### src/rwhp_pkg.sv
// Shared types and constants for the RIFF/WAVE header parser.
package rwhp_pkg;

  localparam int unsigned TDATA_W = 128;

  localparam logic [31:0] TAG_RIFF = 32'h4646_4952;
  localparam logic [31:0] TAG_WAVE = 32'h4556_4157;
  localparam logic [31:0] TAG_FMT  = 32'h2074_6D66;
  localparam logic [31:0] TAG_DATA = 32'h6174_6164;

  localparam logic [31:0] FMT_CORE_BYTES = 32'd16;
  localparam logic [3:0]  FMT_LAST_IDX   = 4'd15;
  localparam logic [3:0]  WORD_LAST_IDX  = 4'd3;

  localparam logic [15:0] FMT_PCM   = 16'd1;
  localparam logic [15:0] DEPTH_8   = 16'd8;
  localparam logic [15:0] DEPTH_16  = 16'd16;
  localparam logic [15:0] DEPTH_24  = 16'd24;
  localparam logic [15:0] DEPTH_32  = 16'd32;

  localparam logic [1:0] KIND_PAYLOAD = 2'd0;
  localparam logic [1:0] KIND_REPORT  = 2'd1;
  localparam logic [1:0] KIND_ERROR   = 2'd2;
  localparam logic [1:0] KIND_UNUSED  = 2'd3;

  localparam logic [2:0] ERR_NONE     = 3'd0;
  localparam logic [2:0] ERR_BAD_TAG  = 3'd1;
  localparam logic [2:0] ERR_NO_FMT   = 3'd2;
  localparam logic [2:0] ERR_NO_DATA  = 3'd3;
  localparam logic [2:0] ERR_NOT_PCM  = 3'd4;
  localparam logic [2:0] ERR_DEPTH    = 3'd5;
  localparam logic [2:0] ERR_TRUNC    = 3'd6;

  typedef enum logic [12:0] {
    PH_RIFF   = 13'b0_0000_0000_0001,
    PH_RSIZE  = 13'b0_0000_0000_0010,
    PH_WAVE   = 13'b0_0000_0000_0100,
    PH_C1ID   = 13'b0_0000_0000_1000,
    PH_C1SIZE = 13'b0_0000_0001_0000,
    PH_C1SKIP = 13'b0_0000_0010_0000,
    PH_FIELDS = 13'b0_0000_0100_0000,
    PH_EXTRA  = 13'b0_0000_1000_0000,
    PH_C2ID   = 13'b0_0001_0000_0000,
    PH_C2SIZE = 13'b0_0010_0000_0000,
    PH_C2SKIP = 13'b0_0100_0000_0000,
    PH_DATA   = 13'b0_1000_0000_0000,
    PH_HALT   = 13'b1_0000_0000_0000
  } phase_t;

  typedef struct packed {
    logic [7:0] in_byte;
    logic       stream_end;
  } in_item_t;

  typedef struct packed {
    logic [1:0]  kind;
    logic [7:0]  payload_byte;
    logic        payload_last;
    logic [15:0] channel_count;
    logic [31:0] rate_hz;
    logic [15:0] sample_bits;
    logic [15:0] format_code;
    logic [31:0] payload_size;
    logic [2:0]  error_code;
  } result_t;

endpackage

### src/rwhp_in_reg.sv
// Input register stage: holds one accepted byte until the parser core takes it.
module rwhp_in_reg (
  input  logic              clk,
  input  logic              rst_n,
  input  logic              in_valid,
  output logic              in_ready,
  input  rwhp_pkg::in_item_t in_item,
  input  logic              take,
  output logic              item_valid,
  output rwhp_pkg::in_item_t item
);

  logic               valid_r;
  logic               valid_nxt;
  rwhp_pkg::in_item_t item_r;

  assign in_ready   = !valid_r || take;
  assign item_valid = valid_r;
  assign item       = item_r;

  always_comb begin
    valid_nxt = valid_r;
    if (in_valid && in_ready) begin
      valid_nxt = 1'b1;
    end else if (take) begin
      valid_nxt = 1'b0;
    end
  end

  always_ff @(posedge clk) begin
    if (!rst_n) begin
      valid_r <= 1'b0;
    end else begin
      valid_r <= valid_nxt;
    end
  end

  always_ff @(posedge clk) begin
    if (in_valid && in_ready) begin
      item_r <= in_item;
    end
  end

endmodule

### src/rwhp_core.sv
// Parser core: header state machine and field capture, one byte per transaction.
module rwhp_core (
  input  logic               clk,
  input  logic               rst_n,
  input  logic               item_valid,
  input  rwhp_pkg::in_item_t item,
  input  logic               res_ready,
  output logic               take,
  output logic               res_valid,
  output rwhp_pkg::result_t  res
);

  rwhp_pkg::phase_t phase_r, phase_nxt;
  logic [3:0]  fbc_r, fbc_nxt;
  logic [31:0] tag_r, tag_nxt;
  logic [31:0] size_r, size_nxt;
  logic [31:0] skip_r, skip_nxt;
  logic [15:0] chan_r, chan_nxt;
  logic [31:0] rate_r, rate_nxt;
  logic [15:0] bits_r, bits_nxt;
  logic [15:0] fmt_r, fmt_nxt;
  logic [31:0] data_r, data_nxt;
  logic        riff_ok_r, riff_ok_nxt;

  logic [7:0]  b;
  logic        last_in;
  logic [3:0]  fbc_inc;
  logic        word_done;
  logic [31:0] tag_in;
  logic [31:0] size_in;
  logic [31:0] skip_dec;
  logic [31:0] data_dec;
  logic        depth_ok;
  logic        hit;
  logic [2:0]  err;
  logic [2:0]  end_code;
  rwhp_pkg::result_t res_c;

  assign take      = item_valid && res_ready;
  assign b         = item.in_byte;
  assign last_in   = item.stream_end;
  assign fbc_inc   = fbc_r + 4'd1;
  assign word_done = (fbc_r >= rwhp_pkg::WORD_LAST_IDX);
  assign tag_in    = {b, tag_r[31:8]};
  assign size_in   = {b, size_r[31:8]};
  assign skip_dec  = skip_r - 32'd1;
  assign data_dec  = data_r - 32'd1;
  assign depth_ok  = (bits_r == rwhp_pkg::DEPTH_8) || (bits_r == rwhp_pkg::DEPTH_16) ||
                     (bits_r == rwhp_pkg::DEPTH_24) || (bits_r == rwhp_pkg::DEPTH_32);

  always_comb begin
    phase_nxt   = phase_r;
    fbc_nxt     = fbc_r;
    tag_nxt     = tag_r;
    size_nxt    = size_r;
    skip_nxt    = skip_r;
    chan_nxt    = chan_r;
    rate_nxt    = rate_r;
    bits_nxt    = bits_r;
    fmt_nxt     = fmt_r;
    data_nxt    = data_r;
    riff_ok_nxt = riff_ok_r;
    hit         = 1'b0;
    err         = rwhp_pkg::ERR_NONE;
    end_code    = rwhp_pkg::ERR_NONE;
    res_c       = '0;

    unique case (phase_r)
      rwhp_pkg::PH_RIFF: begin
        tag_nxt = tag_in;
        fbc_nxt = word_done ? 4'd0 : fbc_inc;
        if (word_done) begin
          riff_ok_nxt = (tag_in == rwhp_pkg::TAG_RIFF);
          phase_nxt   = rwhp_pkg::PH_RSIZE;
        end
      end
      rwhp_pkg::PH_RSIZE: begin
        size_nxt = size_in;
        fbc_nxt  = word_done ? 4'd0 : fbc_inc;
        if (word_done) begin
          phase_nxt = rwhp_pkg::PH_WAVE;
        end
      end
      rwhp_pkg::PH_WAVE: begin
        tag_nxt = tag_in;
        fbc_nxt = word_done ? 4'd0 : fbc_inc;
        if (word_done) begin
          if (!riff_ok_r || tag_in != rwhp_pkg::TAG_WAVE) begin
            hit = 1'b1;
            err = rwhp_pkg::ERR_BAD_TAG;
          end else begin
            phase_nxt = rwhp_pkg::PH_C1ID;
          end
        end
      end
      rwhp_pkg::PH_C1ID: begin
        tag_nxt = tag_in;
        fbc_nxt = word_done ? 4'd0 : fbc_inc;
        if (word_done) begin
          phase_nxt = rwhp_pkg::PH_C1SIZE;
        end
      end
      rwhp_pkg::PH_C1SIZE: begin
        size_nxt = size_in;
        fbc_nxt  = word_done ? 4'd0 : fbc_inc;
        if (word_done) begin
          if (tag_r == rwhp_pkg::TAG_FMT) begin
            skip_nxt  = (size_in > rwhp_pkg::FMT_CORE_BYTES) ?
                        size_in - rwhp_pkg::FMT_CORE_BYTES : 32'd0;
            phase_nxt = rwhp_pkg::PH_FIELDS;
          end else begin
            skip_nxt  = size_in;
            phase_nxt = (size_in != 32'd0) ? rwhp_pkg::PH_C1SKIP : rwhp_pkg::PH_C1ID;
          end
        end
      end
      rwhp_pkg::PH_C1SKIP: begin
        skip_nxt = skip_dec;
        if (skip_dec == 32'd0) begin
          phase_nxt = rwhp_pkg::PH_C1ID;
        end
      end
      rwhp_pkg::PH_FIELDS: begin
        case (fbc_r)
          4'd0:    fmt_nxt[7:0]    = b;
          4'd1:    fmt_nxt[15:8]   = b;
          4'd2:    chan_nxt[7:0]   = b;
          4'd3:    chan_nxt[15:8]  = b;
          4'd4:    rate_nxt[7:0]   = b;
          4'd5:    rate_nxt[15:8]  = b;
          4'd6:    rate_nxt[23:16] = b;
          4'd7:    rate_nxt[31:24] = b;
          4'd14:   bits_nxt[7:0]   = b;
          4'd15:   bits_nxt[15:8]  = b;
          default: ;
        endcase
        fbc_nxt = fbc_inc;
        if (fbc_r == rwhp_pkg::FMT_LAST_IDX) begin
          fbc_nxt   = 4'd0;
          phase_nxt = (skip_r != 32'd0) ? rwhp_pkg::PH_EXTRA : rwhp_pkg::PH_C2ID;
        end
      end
      rwhp_pkg::PH_EXTRA: begin
        skip_nxt = skip_dec;
        if (skip_dec == 32'd0) begin
          phase_nxt = rwhp_pkg::PH_C2ID;
        end
      end
      rwhp_pkg::PH_C2ID: begin
        tag_nxt = tag_in;
        fbc_nxt = word_done ? 4'd0 : fbc_inc;
        if (word_done) begin
          phase_nxt = rwhp_pkg::PH_C2SIZE;
        end
      end
      rwhp_pkg::PH_C2SIZE: begin
        size_nxt = size_in;
        fbc_nxt  = word_done ? 4'd0 : fbc_inc;
        if (word_done) begin
          if (tag_r != rwhp_pkg::TAG_DATA) begin
            skip_nxt  = size_in;
            phase_nxt = (size_in != 32'd0) ? rwhp_pkg::PH_C2SKIP : rwhp_pkg::PH_C2ID;
          end else if (fmt_r != rwhp_pkg::FMT_PCM) begin
            hit = 1'b1;
            err = rwhp_pkg::ERR_NOT_PCM;
          end else if (!depth_ok) begin
            hit = 1'b1;
            err = rwhp_pkg::ERR_DEPTH;
          end else if (last_in && size_in != 32'd0) begin
            hit = 1'b1;
            err = rwhp_pkg::ERR_TRUNC;
          end else begin
            hit                 = 1'b1;
            data_nxt            = size_in;
            res_c.kind          = rwhp_pkg::KIND_REPORT;
            res_c.channel_count = chan_r;
            res_c.rate_hz       = rate_r;
            res_c.sample_bits   = bits_r;
            res_c.format_code   = fmt_r;
            res_c.payload_size  = size_in;
            phase_nxt = (size_in != 32'd0) ? rwhp_pkg::PH_DATA : rwhp_pkg::PH_HALT;
          end
        end
      end
      rwhp_pkg::PH_C2SKIP: begin
        skip_nxt = skip_dec;
        if (skip_dec == 32'd0) begin
          phase_nxt = rwhp_pkg::PH_C2ID;
        end
      end
      rwhp_pkg::PH_DATA: begin
        data_nxt = data_dec;
        hit      = 1'b1;
        if (data_dec == 32'd0) begin
          res_c.kind         = rwhp_pkg::KIND_PAYLOAD;
          res_c.payload_byte = b;
          res_c.payload_last = 1'b1;
          phase_nxt          = rwhp_pkg::PH_HALT;
        end else if (last_in) begin
          err = rwhp_pkg::ERR_TRUNC;
        end else begin
          res_c.kind         = rwhp_pkg::KIND_PAYLOAD;
          res_c.payload_byte = b;
        end
      end
      rwhp_pkg::PH_HALT: ;
      default: phase_nxt = rwhp_pkg::PH_HALT;
    endcase

    if (last_in && !hit) begin
      unique case (phase_nxt) inside
        rwhp_pkg::PH_RIFF, rwhp_pkg::PH_RSIZE, rwhp_pkg::PH_WAVE, rwhp_pkg::PH_DATA:
          end_code = rwhp_pkg::ERR_TRUNC;
        rwhp_pkg::PH_C1ID, rwhp_pkg::PH_C1SKIP:
          end_code = rwhp_pkg::ERR_NO_FMT;
        rwhp_pkg::PH_C1SIZE:
          end_code = (tag_nxt == rwhp_pkg::TAG_FMT) ? rwhp_pkg::ERR_NO_DATA :
                                                     rwhp_pkg::ERR_NO_FMT;
        rwhp_pkg::PH_HALT:
          end_code = rwhp_pkg::ERR_NONE;
        default:
          end_code = rwhp_pkg::ERR_NO_DATA;
      endcase
      if (end_code != rwhp_pkg::ERR_NONE) begin
        hit = 1'b1;
        err = end_code;
      end
    end

    if (err != rwhp_pkg::ERR_NONE) begin
      res_c            = '0;
      res_c.kind       = rwhp_pkg::KIND_ERROR;
      res_c.error_code = err;
      phase_nxt        = rwhp_pkg::PH_HALT;
    end

    if (last_in) begin
      phase_nxt = rwhp_pkg::PH_RIFF;
      fbc_nxt   = 4'd0;
    end
  end

  assign res_valid = take && hit;
  assign res       = res_c;

  always_ff @(posedge clk) begin
    if (!rst_n) begin
      phase_r <= rwhp_pkg::PH_RIFF;
      fbc_r   <= 4'd0;
    end else if (take) begin
      phase_r <= phase_nxt;
      fbc_r   <= fbc_nxt;
    end
  end

  always_ff @(posedge clk) begin
    if (take) begin
      tag_r     <= tag_nxt;
      size_r    <= size_nxt;
      skip_r    <= skip_nxt;
      chan_r    <= chan_nxt;
      rate_r    <= rate_nxt;
      bits_r    <= bits_nxt;
      fmt_r     <= fmt_nxt;
      data_r    <= data_nxt;
      riff_ok_r <= riff_ok_nxt;
    end
  end

endmodule

### src/rwhp_out_reg.sv
// Result register: holds one finished result until the receiver takes it.
module rwhp_out_reg (
  input  logic              clk,
  input  logic              rst_n,
  input  logic              res_valid,
  input  rwhp_pkg::result_t res,
  output logic              res_ready,
  output logic              out_valid,
  input  logic              out_ready,
  output rwhp_pkg::result_t out_res
);

  logic              valid_r;
  logic              valid_nxt;
  rwhp_pkg::result_t res_r;

  assign res_ready = !valid_r || out_ready;
  assign out_valid = valid_r;
  assign out_res   = res_r;

  always_comb begin
    valid_nxt = valid_r;
    if (res_ready) begin
      valid_nxt = res_valid;
    end
  end

  always_ff @(posedge clk) begin
    if (!rst_n) begin
      valid_r <= 1'b0;
    end else begin
      valid_r <= valid_nxt;
    end
  end

  always_ff @(posedge clk) begin
    if (res_ready && res_valid) begin
      res_r <= res;
    end
  end

endmodule

### src/riff_wave_header_parser_unit.sv
// Top level of the RIFF/WAVE PCM header parser.
// Usage:
//   The input stream carries a WAV file one byte per transaction on in_tdata,
//   with in_tlast high on the file's final byte. The result stream carries at
//   most one transaction per input byte: a format report once the data chunk
//   header is complete, then the payload bytes (out_tlast on the final one),
//   and at most one error per file, which ends its results. out_tuser gives
//   the kind of each transaction. Throughput is one byte per cycle: the block
//   takes a new byte every cycle while results drain. An accepted byte is
//   registered in the input register; the single-pass state machine update
//   is combinational and writes its result into the result register, which
//   drives out_tvalid.
//   After an error the parser drops bytes until in_tlast, and every in_tlast
//   byte returns it to the start of a new file.
//   Reset clears the phase and the field byte counter; no clearing pass is needed.
//   When the receiver holds out_tready low, the result register holds its
//   transaction, one more byte is taken into the input register, and then
//   in_tready falls until the result is taken.
module riff_wave_header_parser_unit (
  input  logic                          clk,
  input  logic                          rst_n,
  input  logic                          in_tvalid,
  output logic                          in_tready,
  input  logic [7:0]                    in_tdata,  // [7:0] in_byte
  input  logic                          in_tlast,
  output logic                          out_tvalid,
  input  logic                          out_tready,
  // [7:0] payload_byte, [23:8] channel_count, [55:24] rate_hz, [71:56] sample_bits,
  // [87:72] format_code, [119:88] payload_size, [122:120] error_code, [127:123] zero
  output logic [rwhp_pkg::TDATA_W-1:0]  out_tdata,
  output logic                          out_tlast,
  output logic [1:0]                    out_tuser  // [1:0] kind
);

  rwhp_pkg::in_item_t in_item;
  rwhp_pkg::in_item_t item;
  rwhp_pkg::result_t  res;
  rwhp_pkg::result_t  out_res;
  logic               item_valid;
  logic               take;
  logic               res_valid;
  logic               res_ready;

  assign in_item.in_byte    = in_tdata;
  assign in_item.stream_end = in_tlast;

  rwhp_in_reg u_in_reg (
    .clk        (clk),
    .rst_n      (rst_n),
    .in_valid   (in_tvalid),
    .in_ready   (in_tready),
    .in_item    (in_item),
    .take       (take),
    .item_valid (item_valid),
    .item       (item)
  );

  rwhp_core u_core (
    .clk        (clk),
    .rst_n      (rst_n),
    .item_valid (item_valid),
    .item       (item),
    .res_ready  (res_ready),
    .take       (take),
    .res_valid  (res_valid),
    .res        (res)
  );

  rwhp_out_reg u_out_reg (
    .clk       (clk),
    .rst_n     (rst_n),
    .res_valid (res_valid),
    .res       (res),
    .res_ready (res_ready),
    .out_valid (out_tvalid),
    .out_ready (out_tready),
    .out_res   (out_res)
  );

  assign out_tdata = {5'd0, out_res.error_code, out_res.payload_size, out_res.format_code,
                      out_res.sample_bits, out_res.rate_hz, out_res.channel_count,
                      out_res.payload_byte};
  assign out_tlast = out_res.payload_last;
  assign out_tuser = out_res.kind;

  a_last_only_payload: assert property (@(posedge clk) disable iff (!rst_n)
    out_tvalid && out_tlast |-> out_tuser == rwhp_pkg::KIND_PAYLOAD)
    else $error("out_tlast on a non-payload transaction");

  a_error_has_code: assert property (@(posedge clk) disable iff (!rst_n)
    out_tvalid && out_tuser == rwhp_pkg::KIND_ERROR |-> out_res.error_code != rwhp_pkg::ERR_NONE)
    else $error("error transaction without an error code");

  a_no_code_otherwise: assert property (@(posedge clk) disable iff (!rst_n)
    out_tvalid && out_tuser != rwhp_pkg::KIND_ERROR |-> out_res.error_code == rwhp_pkg::ERR_NONE)
    else $error("error code on a non-error transaction");

  a_kind_defined: assert property (@(posedge clk) disable iff (!rst_n)
    out_tvalid |-> out_tuser != rwhp_pkg::KIND_UNUSED)
    else $error("undefined result kind");

  a_stall_full: assert property (@(posedge clk) disable iff (!rst_n)
    !in_tready |-> item_valid && out_tvalid && !out_tready)
    else $error("input stalled while a stage is free");

endmodule

### config.mk
export PLATFORM = sky130hd
export DESIGN_NAME = riff_wave_header_parser_unit
export DESIGN_NICKNAME = d
export VERILOG_FILES = /design/src/rwhp_pkg.sv /design/src/rwhp_in_reg.sv /design/src/rwhp_core.sv /design/src/rwhp_out_reg.sv /design/src/riff_wave_header_parser_unit.sv
export SDC_FILE = /design/constraint.sdc
export NUM_CORES = 1
export LEC_CHECK = 0
export ABC_AREA = 1
export ABC_CLOCK_PERIOD_IN_PS = 7900
export BUFFER_PORTS_ARGS = -buffer_cell sky130_fd_sc_hd__buf_4
export CORE_MARGIN = 2
export CORE_UTILIZATION = 49
export CTS_CLUSTER_SIZE = 20
export DETAILED_ROUTE_END_ITERATION = 12
export PLACE_DENSITY = 0.67
export SLEW_MARGIN = 10
export SYNTH_ARGS = -nofsm -noshare
export SYNTH_HDL_FRONTEND = slang
export SYNTH_SLANG_ARGS = --single-unit
### constraint.sdc
create_clock -name clk -period 7.9 [get_ports clk]
set_clock_uncertainty 0.15 [all_clocks]
set_input_delay 0.395 -clock clk [delete_from_list [all_inputs] [get_ports clk]]
set_output_delay 0.395 -clock clk [all_outputs]
set_load 0.03 [all_outputs]
After elaboration in Yosys (flattened, before gate mapping)
Index checks and enable logic that the tools add are counted.
{ "word_totals": {"regBits": 363, "latch_bits": 0, "mem_bits_rw": 0, "romBits": 0, "inputBits": 13, "output_inout_bits": 133, "elab_cells": 212, "memories": 0} }
{ "op_classes": {"add_sub_neg": 4, "multipliers": 0, "div": 0, "n_lt_le_gt_ge": 2, "eq_ne": 47, "shift": 0, "muxes": 74, "n_bitwise": 4, "n_reduce_logical": 51} }
{ "ops": {"columns": ["operator", "count"], "rows": [
  ["32-bit two-way mux", 11],
  ["13-bit two-way mux", 20],
  ["13-bit case mux with 12 select lines", 1],
  ["32-bit case mux with 3 select lines", 1],
  ["32-bit by 30-bit equality test with 1-bit output (second input constant)", 2],
  ["32-bit zero test", 2],
  ["32-bit by 31-bit inequality test with 1-bit output (second input constant)", 2],
  ["32-bit case mux with 2 select lines", 1],
  ["32-bit nonzero test", 2],
  ["32-bit by 1-bit subtractor with 32-bit output (second input constant)", 2],
  ["3-bit two-way mux", 11],
  ["3-bit AND reduction", 11],
  ["16-bit by 5-bit equality test with 1-bit output (second input constant)", 2],
  ["32-bit by 31-bit equality test with 1-bit output (second input constant)", 1],
  ["32-bit by 5-bit > comparator with 1-bit output (second input constant)", 1],
  ["32-bit by 5-bit subtractor with 32-bit output (second input constant)", 1],
  ["13-bit by 1-bit equality test with 1-bit output (second input constant)", 2],
  ["13-bit by 12-bit equality test with 1-bit output (second input constant)", 2],
  ["13-bit equality test (second input constant)", 2],
  ["13-bit by 2-bit equality test with 1-bit output (second input constant)", 2],
  ["13-bit by 3-bit equality test with 1-bit output (second input constant)", 2],
  ["13-bit by 4-bit equality test with 1-bit output (second input constant)", 2],
  ["13-bit by 5-bit equality test with 1-bit output (second input constant)", 2],
  ["13-bit by 6-bit equality test with 1-bit output (second input constant)", 2],
  ["other kinds (42)", 95]
]} }

Longest topological paths before layout
{ "depth": {"ltp_word": 19, "mapped_depth": 26, "mapped_depth_nobuf": 24} }

Modules after synthesis
Synthesis repeated with hierarchy kept, for this count alone.
{ "hier_totals": {"cells_unflattened": 2140, "hier_area_um2": 19138.4} }
{ "modules_own_cells": {"columns": ["module", "instances", "cells_per_inst", "area_per_inst_um2", "seq_area_each_um2"], "rows": [
  ["rwhp_core", 1, 1985, 14940.6, 6376.1],
  ["rwhp_out_reg", 1, 133, 3834.9, 3803.6],
  ["rwhp_in_reg", 1, 16, 321.6, 290.3],
  ["riff_wave_header_parser_unit", 1, 6, 41.3, 0.0]
]} }

Least setup slack after synthesis
No wires, ideal clock.
{ "synth_timing": {"kind": "register to register", "from": "reg u_out_reg.valid_r, in the netlist u_out_reg.out_valid", "to": "reg u_core.data_r[0] (enable)", "setup_ns": 0.470, "t_arrival_ns": 5.614, "t_required_ns": 7.280, "path_slack_ns": 1.666, "stages_incl_launch_ff": 7, "path_buffers": 1, "synth_period_minus_slack_ns": 6.234, "path_cell_list": "dfxtp_1 -> inv_1 -> nor2_1 -> nor2_1 -> clkinv_1 -> clkbuf_1 -> a211oi_1"} }
{ "synth_between": {"elab_chain_len": 4} }
{ "synth_rtl": {"columns": ["item", "line_no", "text"], "rows": [
  ["start, declared", "rwhp_out_reg.sv:13", "logic valid_r;"],
  ["start signal, assigned", "rwhp_out_reg.sv:32", "valid_r <= valid_nxt;"],
  ["1-bit zero test", "rwhp_out_reg.sv:17", "assign res_ready = !valid_r || out_ready;"],
  ["1-bit logical OR", "rwhp_out_reg.sv:17", null],
  ["1-bit logical AND", "rwhp_core.sv:39", "assign take = item_valid && res_ready;"],
  ["via take", "riff_wave_header_parser_unit.sv:40", "logic take;"],
  ["7-bit AND reduction (no line)", null, null],
  ["end signal, assigned", "rwhp_core.sv:265", "data_r <= data_nxt;"],
  ["end, declared", "rwhp_core.sv:22", "logic [31:0] data_r, data_nxt;"]
]} }
The timed path passes the listed nets, and every way through them passes these cells.
A chain may end at the register's enable or synchronous reset.

Worst setup path after layout
{ "layout_timing": {"from": "reg u_core.fbc_r[0]", "to": "reg u_out_reg.res_r, in the netlist u_out_reg.out_res[5] (data pin)"} }
{ "layout_between": {"elab_chain_len": 12, "elab_cells_between_ends": 37, "classes_between": "order compare (1); eq/ne (9); mux (19); bitwise (1); reduce/logical (7)"} }
{ "layout_rtl": {"columns": ["item", "line_no", "text"], "rows": [
  ["start, declared", "rwhp_core.sv:14", "logic [3:0] fbc_r, fbc_nxt;"],
  ["start signal, assigned", "rwhp_core.sv:252", "fbc_r <= fbc_nxt;"],
  ["4-bit by 2-bit greater-or-equal comparator with 1-bit output or 4-bit equality test (tied branches)", "rwhp_core.sv:43, rwhp_core.sv:138", null],
  ["13-bit two-way mux (tied with other cells)", "rwhp_core.sv:159", "if (word_done) begin"],
  ["13-bit case mux with 12 select lines", "rwhp_core.sv:68", "unique case (phase_r)"],
  ["13-bit by 12-bit equality test with 1-bit output (no line) (tied with other cells)", null, null],
  ["4-bit OR reduction or 2-bit OR reduction (tied branches)", "rwhp_core.sv:211", "unique case (phase_nxt) inside"],
  ["3-bit case mux with 4 select lines", "rwhp_core.sv:211", null],
  ["3-bit two-way mux", "rwhp_core.sv:210", "if (last_in && !hit) begin"],
  ["3-bit nonzero test", "rwhp_core.sv:224", "if (end_code != rwhp_pkg::ERR_NONE) begin"],
  ["3-bit two-way mux", "rwhp_core.sv:224", null],
  ["3-bit two-way mux", "rwhp_core.sv:210", null],
  ["3-bit nonzero test", "rwhp_core.sv:230", "if (err != rwhp_pkg::ERR_NONE) begin"],
  ["7-bit OR reduction (no line) (*)", null, null],
  ["end signal, assigned", "rwhp_out_reg.sv:38", "res_r <= res;"],
  ["end, declared", "rwhp_out_reg.sv:15", "rwhp_pkg::result_t res_r;"]
]} }
Every way passes the cells marked *; elsewhere a longest branch is shown, timed or not. The select of a mux whose other input is x is not followed.

==> implementation parameters <==
Parameter                              Value

Outcome
  Outcome ... completed

Drt
  1st-pass router iterations ... 6
  Routed wire per std cell ... approximately 19 um
  WL final ... between 50,000 and 60,000 um
  Vias per inst ... 5.51
  Detailed router's first-iteration violation count ... around 1,800
  Post-route DRC ... 0
  Vias after detailed routing ... 15,900
  Post-route ant nets ... 0

STA
  Crit path time final ... 4740 ps
  Slew of the pin with the lowest slew margin ... 1160 ps
  Number of setup violations in the final report ... 0
  Number of slew-limit violations in the final report ... 0
  Summed negative setup slack over all endpoints ... 0 ps
  Highest clock rate ... 211 MHz
  Normalized max-slew margin ... 0.220
  Final setup margin ... between 3000 and 4000 ps
  Unrepaired setup endpoints after global routing ... no
  Final Hold Fails ... 0
  Fin crit share ... 0.600

Global routing
  Overall global routing resource usage ... 0.268
  Initial antenna violation count ... 1
  Pin count of the biggest net entering global routing ... 61
  Total grt overflow ... 0
  Vias in the first global route ... between 10,000 and 15,000
  First-pass GRT wire length ... roughly 84,000 um

Setup path
  Required time reported for the critical path endpoint ... 8040 ps
  Data arrival time at the worst-slack endpoint ... roughly 4900 ps
  CP Capture Type ... flop
  Setup crit start kind ... flop
  Top fanout value on the critical path ... 34
  Category of the most critical setup path ... reg2reg

Clocking
  Clock-pin slew on the worst setup and hold paths ... approximately 70 ps
  CTS HTree Levels ... 2
  Sinks on Clock Net ... 355
  Buffer count from post-CTS setup fixing ... 0
  Clock buffer count from CTS ... 38
  Root cell of the clock tree ... sky130_fd_sc_hd__clkbuf_16
  CTS tree ... yes
  Source-to-sink clock delay at the later pin of the worst-skew pair ... 560 ps
  Largest buffer count on any clock path ... 3

Logic synthesis
  Part of the Yosys area used for sequential elements ... 0.549
  Asr flop ratio synth ... 0
  Synth unique cells ... 54
  Share of the synthesized area in the top cell type ... 0.529
  Proportion of synthesized area in mux cells ... 0
  Post-synth design cell area ... roughly 19,000 um^2
  Main area contributors after synthesis ... sky130_fd_sc_hd__edfxtp_1, sky130_fd_sc_hd__nand2_1, sky130_fd_sc_hd__nor2_1, sky130_fd_sc_hd__inv_1, sky130_fd_sc_hd__nor2_4
  Simple logic cell fraction of the synthesized area ... 0.289
  Dominant combinational cell family by area after synthesis ... simple AND/OR/NAND/NOR gates
  Cell type with the largest total area after synthesis ... sky130_fd_sc_hd__edfxtp_1
  Flip-flop and latch count after synthesis ... 355
  Mean area per synthesized cell ... 8.93 um^2
  Post-synthesis cell count ... 2,135
  Post-synthesis share of cell area spent on full adders, half adders and majority gates ... 0.00656
  Count of flip-flops with a built-in enable after synthesis ... approximately 340
  Area share of xor/xnor cells in the synthesized design ... 0.0115
  Primary FF master, synth ... sky130_fd_sc_hd__edfxtp_1
  Compound-gate portion of the synthesized area ... 0.0674
  Yosys Warn Count ... 0

Placement
  Port-buffer cells ... 140
  Worst setup slack after placement ... 3260 ps
  Half-perimeter wire length of the detailed placement result ... 40,600 um
  Post-place instance area ... 20,800 um^2
  Global placer's final weighted congestion ... 0.991

Job
  MaxCap Viol Count ... 0

Min path
  Min-Delay Path Class ... in2reg

Finish
  Number of fillers in the final layout ... 3,365
  Fraction of final layout cells with drive strength greater than 1 ... 0.142
  Number of nets at the end of the flow ... between 2,000 and 2,500
  Post-route design area ... 22,100 um^2
  Most used cells in the layout excluding fill and tap cells ... sky130_fd_sc_hd__nand2_1, sky130_fd_sc_hd__edfxtp_1, sky130_fd_sc_hd__nor2_1
  Leading cell type in the layout, fill and taps excluded ... sky130_fd_sc_hd__nand2_1
  Area overhead of the layout relative to synthesis ... 15.7%

Pwr
  Overall power of the completed layout ... 0.00421 W
  Leakage power figure ... 8.52 nW
  Worst voltage drop across the vdd grid ... around 0.00014 V
  Power density cells ... 191 nW/um^2

Floorplan
  Top Ports ... 146
  Core region area ... 38,600 um^2
  Y dimension of the die ... 201 um
  Die Wd ... 201 um
  FP Rows ... 72
  Initial core utilization ... 0.495
  Die area ... between 40,000 and 50,000 um^2
flip-flops by register name, summed over array words and instances (netlist names):
register and flops:
u_core.fbc_r 4, u_core.size_r 24, u_core.chan_r 16, u_core.tag_r 32, u_core.data_r 32, u_core.skip_r 32, u_core.phase_r 13, u_out_reg.out_res 126
u_core.riff_ok_r 1, u_core.rate_r 32, u_in_reg.item_valid 1, u_out_reg.out_valid 1, u_core.bits_r 16, u_core.fmt_r 16, u_in_reg.item 9
through the flow:
step / cells / hold WS (ps) / util
detailed placement: 2802 / 325 / 0.539
finish: 2882 / 68.5 / 0.573
CTS: 2881 / 46.6 / 0.572
global route: 2881 / 90.9 / 0.572
floorplan: 2167 / 301 / -
global placement: 2802 / 326 / 0.539
layout make-up:
type | instances | area, um^2 | share of cell area
clock inverters | 25 | 218 | 0.00986
multi-input cells | 1464 | 7300 | 0.331
flip-flops and latches | 355 | 10500 | 0.474
well taps | 518 | 648 | 0.0294
diodes | 1 | 2.50 | 0.000113
repair buffers | 174 | 1330 | 0.0604
clock buffers | 43 | 970 | 0.0439
inverters | 302 | 1140 | 0.0515
routing by layer:
metal | track usage | vias to the layer above | routed length [um]
met5 | 0 | - | 0
met4 | 0.0835 | 0 | 1460
met3 | 0.0351 | 91 | 4750
met1 | 0.410 | 7514 | 25300
li1 | - | 7536 | -
met2 | 0.396 | 750 | 23300
repair_timing:
item / in CTS / in global routing
setup endpoints to repair: 0 / 0
resized for setup: 0 / 0
hold endpoints to repair: 13 / 0
hold buffers: 11 / 0
kinds of logic (layout without fill, tap and decap cells):
logic type	Yosys count	in the layout
simple gates	1172	1172
fa+ha+maj	10	10
buf+inv	348	544
compound gates	224	224
other cells	1	34
flops	355	355
xor+xnor	25	25
cell usage after synthesis (20+ instances only):
cell type / n
sky130_fd_sc_hd__nor3_1: 59
sky130_fd_sc_hd__nand2_1: 459
sky130_fd_sc_hd__nand3_1: 108
sky130_fd_sc_hd__inv_1: 291
sky130_fd_sc_hd__nor2_4: 58
sky130_fd_sc_hd__o21ai_0: 104
sky130_fd_sc_hd__nand4_1: 64
sky130_fd_sc_hd__nor4_1: 27
sky130_fd_sc_hd__edfxtp_1: 336
sky130_fd_sc_hd__nor2_1: 334
sky130_fd_sc_hd__a21oi_1: 45
sky130_fd_sc_hd__nor2_2: 22
sky130_fd_sc_hd__clkbuf_1: 20
sky130_fd_sc_hd__xor2_1: 23
path summary, 6_finish.rpt:
check	startpoint	end	slack [ps]	cells past startpoint
worst max-delay path	u_core.fbc_r[0]$_SDFFE_PN0P_	u_out_reg.out_res[5]$_SDFFCE_PP0P_	3160	16
worst min-delay path	out_tready	u_out_reg.out_valid$_SDFFE_PN0P_	70	4
worst max register to register	u_core.fbc_r[0]$_SDFFE_PN0P_	u_out_reg.out_res[5]$_SDFFCE_PP0P_	3160	16
worst min register to register	u_core.phase_r[6]$_SDFFE_PN0P_	u_core.phase_r[6]$_SDFFE_PN0P_	330	2
worst max-delay path, cell delays in order, from the launching register on:
cell and delay (ps):
sky130_fd_sc_hd__dfxtp_1 350, sky130_fd_sc_hd__ha_1 270, sky130_fd_sc_hd__nor2_2 810, sky130_fd_sc_hd__inv_1 660
sky130_fd_sc_hd__nand3_1 300, sky130_fd_sc_hd__nand3_1 180, sky130_fd_sc_hd__nand2_1 100, sky130_fd_sc_hd__inv_1 80
sky130_fd_sc_hd__nand4_1 110, sky130_fd_sc_hd__nand2_1 70, sky130_fd_sc_hd__nand2_1 100, sky130_fd_sc_hd__nor2_2 50
sky130_fd_sc_hd__nor2_1 180, sky130_fd_sc_hd__nor2_4 80, sky130_fd_sc_hd__nand3_4 140, sky130_fd_sc_hd__buf_4 780
sky130_fd_sc_hd__nor2_4 0
where the power goes:
| part | internal, W | total, W | switching, W |
|---|---|---|---|
| clock network | 0.000985 | 0.00172 | 0.000732 |
| registers | 0.00211 | 0.00213 | 0.0000285 |
| logic | 0.0000963 | 0.000355 | 0.000259 |
| total | 0.00319 | 0.00421 | 0.00102 |
(Power assumes the default switching activity.)
